File: src/rtl/core/tmw_pkg.sv
// Shared types and constants for the text mode terminal writer.
// Screen geometry, request and response payloads, controller states and commands.
// No dependencies.
`timescale 1ns / 1ps

package tmw_pkg;

	localparam int COLS   = 80;
	localparam int ROWS   = 25;
	localparam int CELLS  = COLS * ROWS;
	localparam int COPY_N = COLS * (ROWS - 1);
	localparam int ADDR_W = (CELLS > 1) ? $clog2(CELLS) : 1;
	localparam int COL_W  = 7;
	localparam int ROW_W  = 5;

	localparam logic [7:0] NEWLINE_CODE = 8'd10;
	localparam logic [7:0] SPACE_CODE   = 8'd32;
	localparam logic [7:0] RESET_COLOUR = 8'd31;

	typedef enum logic [1:0] {
		MODE_PUT_CURSOR,
		MODE_PUT_POS,
		MODE_CLEAR,
		MODE_READ
	} mode_t;

	typedef struct packed {
		mode_t            mode;
		logic [7:0]       char_code;
		logic [7:0]       entry_colour;
		logic [COL_W-1:0] pos_col;
		logic [ROW_W-1:0] pos_row;
	} req_t;

	typedef struct packed {
		logic [COL_W-1:0] cursor_col;
		logic [ROW_W-1:0] cursor_row;
		logic             scrolled;
		logic             bad_position;
		logic [15:0]      cell_value;
	} rsp_t;

	typedef enum logic [2:0] {
		ST_INIT_CLEAR,
		ST_IDLE,
		ST_EXEC,
		ST_SCROLL_COPY,
		ST_SCROLL_BLANK,
		ST_CLEAR,
		ST_RESULT
	} state_t;

	typedef struct packed {
		logic accept;
		logic exec;
		logic copy;
		logic blank;
		logic init;
		logic load_out;
	} cmd_t;

	typedef struct packed {
		logic go_scroll;
		logic go_clear;
		logic copy_end;
		logic sweep_end;
	} status_t;

endpackage

File: src/rtl/core/tmw_ctrl.sv
// Controller state machine for the text mode terminal writer.
// Sequences execute, scroll, clear and response steps; drives the handshakes.
// Depends on tmw_pkg.
`timescale 1ns / 1ps

module tmw_ctrl (
	input  logic             clk,
	input  logic             arst_n,
	input  logic             req_valid,
	output logic             req_stall,
	output logic             rsp_valid,
	input  logic             rsp_stall,
	input  tmw_pkg::status_t status,
	output tmw_pkg::cmd_t    cmd
);

	tmw_pkg::state_t state_q;
	tmw_pkg::state_t state_next;
	logic            rsp_valid_q;
	logic            out_free;
	logic            ready;

	assign out_free  = !rsp_valid_q || !rsp_stall;
	assign rsp_valid = rsp_valid_q;
	assign req_stall = !ready;

	always_ff @(posedge clk or negedge arst_n) begin
		if (!arst_n) begin
			state_q     <= tmw_pkg::ST_INIT_CLEAR;
			rsp_valid_q <= 1'b0;
		end else begin
			state_q <= state_next;
			if (cmd.load_out)
				rsp_valid_q <= 1'b1;
			else if (!rsp_stall)
				rsp_valid_q <= 1'b0;
		end
	end

	always_comb begin
		state_next   = state_q;
		ready        = 1'b0;
		cmd          = '0;
		unique case (state_q)
			tmw_pkg::ST_INIT_CLEAR: begin
				cmd.blank = 1'b1;
				cmd.init  = 1'b1;
				if (status.sweep_end)
					state_next = tmw_pkg::ST_IDLE;
			end
			tmw_pkg::ST_IDLE: begin
				ready = 1'b1;
				if (req_valid)
					state_next = tmw_pkg::ST_EXEC;
			end
			tmw_pkg::ST_EXEC: begin
				cmd.exec = 1'b1;
				if (status.go_scroll)
					state_next = tmw_pkg::ST_SCROLL_COPY;
				else if (status.go_clear)
					state_next = tmw_pkg::ST_CLEAR;
				else
					state_next = tmw_pkg::ST_RESULT;
			end
			tmw_pkg::ST_SCROLL_COPY: begin
				cmd.copy = 1'b1;
				if (status.copy_end)
					state_next = tmw_pkg::ST_SCROLL_BLANK;
			end
			tmw_pkg::ST_SCROLL_BLANK, tmw_pkg::ST_CLEAR: begin
				cmd.blank = 1'b1;
				if (status.sweep_end)
					state_next = tmw_pkg::ST_RESULT;
			end
			tmw_pkg::ST_RESULT: begin
				if (out_free) begin
					cmd.load_out = 1'b1;
					ready        = 1'b1;
					state_next   = req_valid ? tmw_pkg::ST_EXEC : tmw_pkg::ST_IDLE;
				end
			end
			default: begin
				state_next = tmw_pkg::ST_IDLE;
			end
		endcase
		cmd.accept = req_valid && ready;
	end

endmodule

File: config.mk
export PLATFORM = sky130hd
export DESIGN_NAME = tmw_ctrl
export DESIGN_NICKNAME = d
export VERILOG_FILES = /design/src/rtl/core/tmw_pkg.sv /design/src/rtl/core/tmw_ctrl.sv
export SDC_FILE = /design/constraint.sdc
export NUM_CORES = 1
export LEC_CHECK = 0
export BUFFER_PORTS_ARGS = -buffer_cell sky130_fd_sc_hd__buf_2
export CAP_MARGIN = 0
export CORE_AREA = 2 2 39 41
export DETAILED_ROUTE_END_ITERATION = 8
export DIE_AREA = 0 0 41 43
export SLEW_MARGIN = 10
export SYNTH_ARGS = -nofsm -noshare
export SYNTH_HDL_FRONTEND = slang
export SYNTH_SLANG_ARGS = --single-unit
File: constraint.sdc
create_clock -name clk -period 2.7 [get_ports clk]
set_clock_uncertainty 0.05 [all_clocks]
set_input_delay 0.135 -clock clk [delete_from_list [all_inputs] [get_ports clk]]
set_output_delay 0.135 -clock clk [all_outputs]
set_load 0.02 [all_outputs]
==> reports/qor.csv <==
stage;metric;value;unit
detailed_routing;Initial DRC Count;8;
setup_path;CP max FO;12;
synth;sequential area share after synthesis;32.92;%
place;Buffers on Ports;15;
timing;Final Slew Violations;0;
synth;Post-synth EDFFs;0;
detailed_routing;DRT Pass-1 Iters;3;
synth;Ys Warns;0;
timing;fin crit period;1.839;ns
place;dpl ws;0.8745;ns
power_and_ir_drop;pwr dens;1340;nW/um2
setup_path;Crit Path Class;flip-flop to flip-flop;
timing;Fin Setup TNS;0;ns
cells_and_area;nets;65;
global_routing;first-pass GRT wire length;1138;um
place;DP HPWL;544.6;um
floorplanning;# rows;14;
place;RePlAce Congestion;0.7350;
synth;post-synth cell types;22;
setup_path;Crit Reg-Reg Startpoint;state_q[1];
clock_network;Post-CTS Repair Setup Buffers;0;
synth;most area-consuming cells after synthesis;dfrtp_1 33%, mux2i_1 6.6%, o21ai_0 6.6%, nor3_1 4.9%, mux2_4 4.9%;
run_status;status;complete, no violations;
timing;setup repair after global routing missed its margin;false;
clock_network;CTS HTree Levels;1;
timing;Max Freq;543.7;MHz
timing;final setup vio count;0;
synth;Post-Syn Area per Cell;8.001;um2
timing;final hold vios;0;
clock_network;CTS tree;done;
setup_path;Worst Setup SP;state_q[1];
detailed_routing;DRT Wirelength;673;um
cells_and_area;Area Overhead vs Synth;39.09;%
timing;final worst slack;0.8608;ns
clock_network;Clock Tree Buf Depth;2;
global_routing;grt ovf;0;
synth;Synth Flop Type;dfrtp_1;
synth;Synth area leader;dfrtp_1;
hold_path;hold wc startpoint;rsp_stall;
cells_and_area;# diodes;0;
floorplanning;Boundary Pins;16;
clock_network;root buf cell;clkbuf_4;
power_and_ir_drop;Peak supply drop;0.4278;mV
timing;Slew @ Worst Pin;0.3594;ns
floorplanning;total die area;1763;um2
clock_network;Worst-path clk slew;0.04;ns
setup_path;startpoint types;flip-flop;
detailed_routing;post-route ant nets;0;
global_routing;largest net degree at the start of global routing;13;
timing;Final period util;68.12;%
synth;Synth Cell Area;304.0;um2
floorplanning;CORE AREA;1384;um2
global_routing;antenna violations before repair;0;
timing;Worst slew margin;76.04;%
detailed_routing;Avg Vias per Cell;4.732;
detailed_routing;vias after detailed routing;336;
global_routing;GRT Resource Usage Total;9.668;%
setup_path;crit end category;flip-flop;
timing;hold slack;0.1137;ns
clock_network;Sink Count;4;
global_routing;vias in the first global route;297;
detailed_routing;Remaining DRCs;0;
clock_network;clk_lat worst skew;0.23;ns
detailed_routing;WL/cell;9.479;um
synth;Mapped Nets;46;
synth;synthesized flop and latch total;4;
floorplanning;Starting Density;21.97;%
power_and_ir_drop;leakage power;0.2158;nW
floorplanning;chip height;43;um
synth;area share of the largest cell type after synthesis;32.92;%
hold_path;Tightest Hold Check Type;primary input to flip-flop;
run;max cap viols;0;
clock_network;CTS Buf Count;3;
synth;Synth async-reset ratio;100.0;%
setup_path;Worst Path Required;2.76;ns
setup_path;Arr. time, crit path;1.90;ns
floorplanning;die width;41;um
cells_and_area;ratio of cells with drive above 1 in the final layout;38.18;%
synth;synthesized instance count;38;
cells_and_area;fillers;159;
==> report_power, final <==
| group | switching (mW) | internal [mW] |
|---|---|---|
| clock network | 0.0226 | 0.0496 |
| logic | 0.188 | 0.146 |
| registers | 0.0686 | 0.0920 |
| total | 0.279 | 0.288 |
==> cell type report <==
type	instances	area (um2)	area share [%]
clock buffer	3	22.52	5.325
timing repair buffer	16	85.08	20.12
inverter	4	15.01	3.550
sequential	4	100.1	23.67
multi-input combinational	28	180.2	42.60
tap	16	20.02	4.734
==> layout by cell type, fill, tap and decap left out, types with 2 or more instances in the layout <==
| cell | n |
|---|---|
| mux2i_1 | 2 |
| nor2b_1 | 2 |
| clkbuf_4 | 3 |
| nor2_1 | 3 |
| o21ai_0 | 4 |
| nor3_1 | 3 |
| dfrtp_1 | 4 |
| inv_1 | 3 |
| nand2_1 | 3 |
| buf_2 | 15 |
==> logic make-up after synthesis <==
family,count (synthesis),synth area share (%)
and+or+nand+nor,13,21.81
muxes,3,11.52
DFF,4,32.92
buffers and inverters,6,7.815
AOI/OAI and AO/OA,12,25.93
==> layer usage <==
| layer | vias up | track usage (%) | share of wire, % |
|---|---|---|---|
| met5 | - | 0 | 0 |
| met4 | 0 | 6.000 | 0 |
| met3 | 0 | 3.141 | 5.1 |
| met2 | 11 | 13.13 | 46 |
| met1 | 153 | 12.66 | 49 |
| li1 | 172 | - | - |
==> sequential cells by signal, summed over array words and instances, names as in the netlist <==
signal,flops
state_q,3
rsp_valid,1
==> cells in the mapped netlist (all sizes together) (2+ instances only) <==
library cell,number
o21ai,5
dfrtp,4
inv,4
nand2,3
nor2,3
nor2b,3
nor3,3
mux2i,2
==> stage by stage <==
stage / instances / cell area [um2] / total power, mW / util (%)
2_1_floorplan: 38 / 304.0 / 0.4078 / -
3_3_place_gp: 67 / 390.4 / 0.4934 / 28.21
3_5_place_dp: 67 / 390.4 / 0.4952 / 28.21
4_1_cts: 71 / 422.9 / 0.5744 / 30.56
5_1_grt: 71 / 422.9 / 0.6175 / 30.56
6_report: 71 / 422.9 / 0.5666 / 30.56
==> worst max-delay path: stages, from the launching register on <==
cell and delay, ns:
dfrtp_1 0.50, nor2b_2 0.23, a31o_1 0.23, a221o_1 0.40
mux2_4 0.31
==> timing repair <==
action                     4_1_cts  5_1_grt
hold buffers                     1        0
gates resized for setup          0        0
hold endpoints to repair         4        0
setup endpoints to repair        0        0
==> final timing paths <==
kind,slack (ns),endpoint,cells after the start
min reg2reg,0.51,rsp_valid,2
min in group asynchronous,0.18,state_q[1],2
max in group asynchronous,2.30,state_q[0],2
max,0.86,state_q[1],4
min,0.11,rsp_valid,3
max reg2reg,0.86,state_q[1],4
Power figures use the tool's default switching activity.
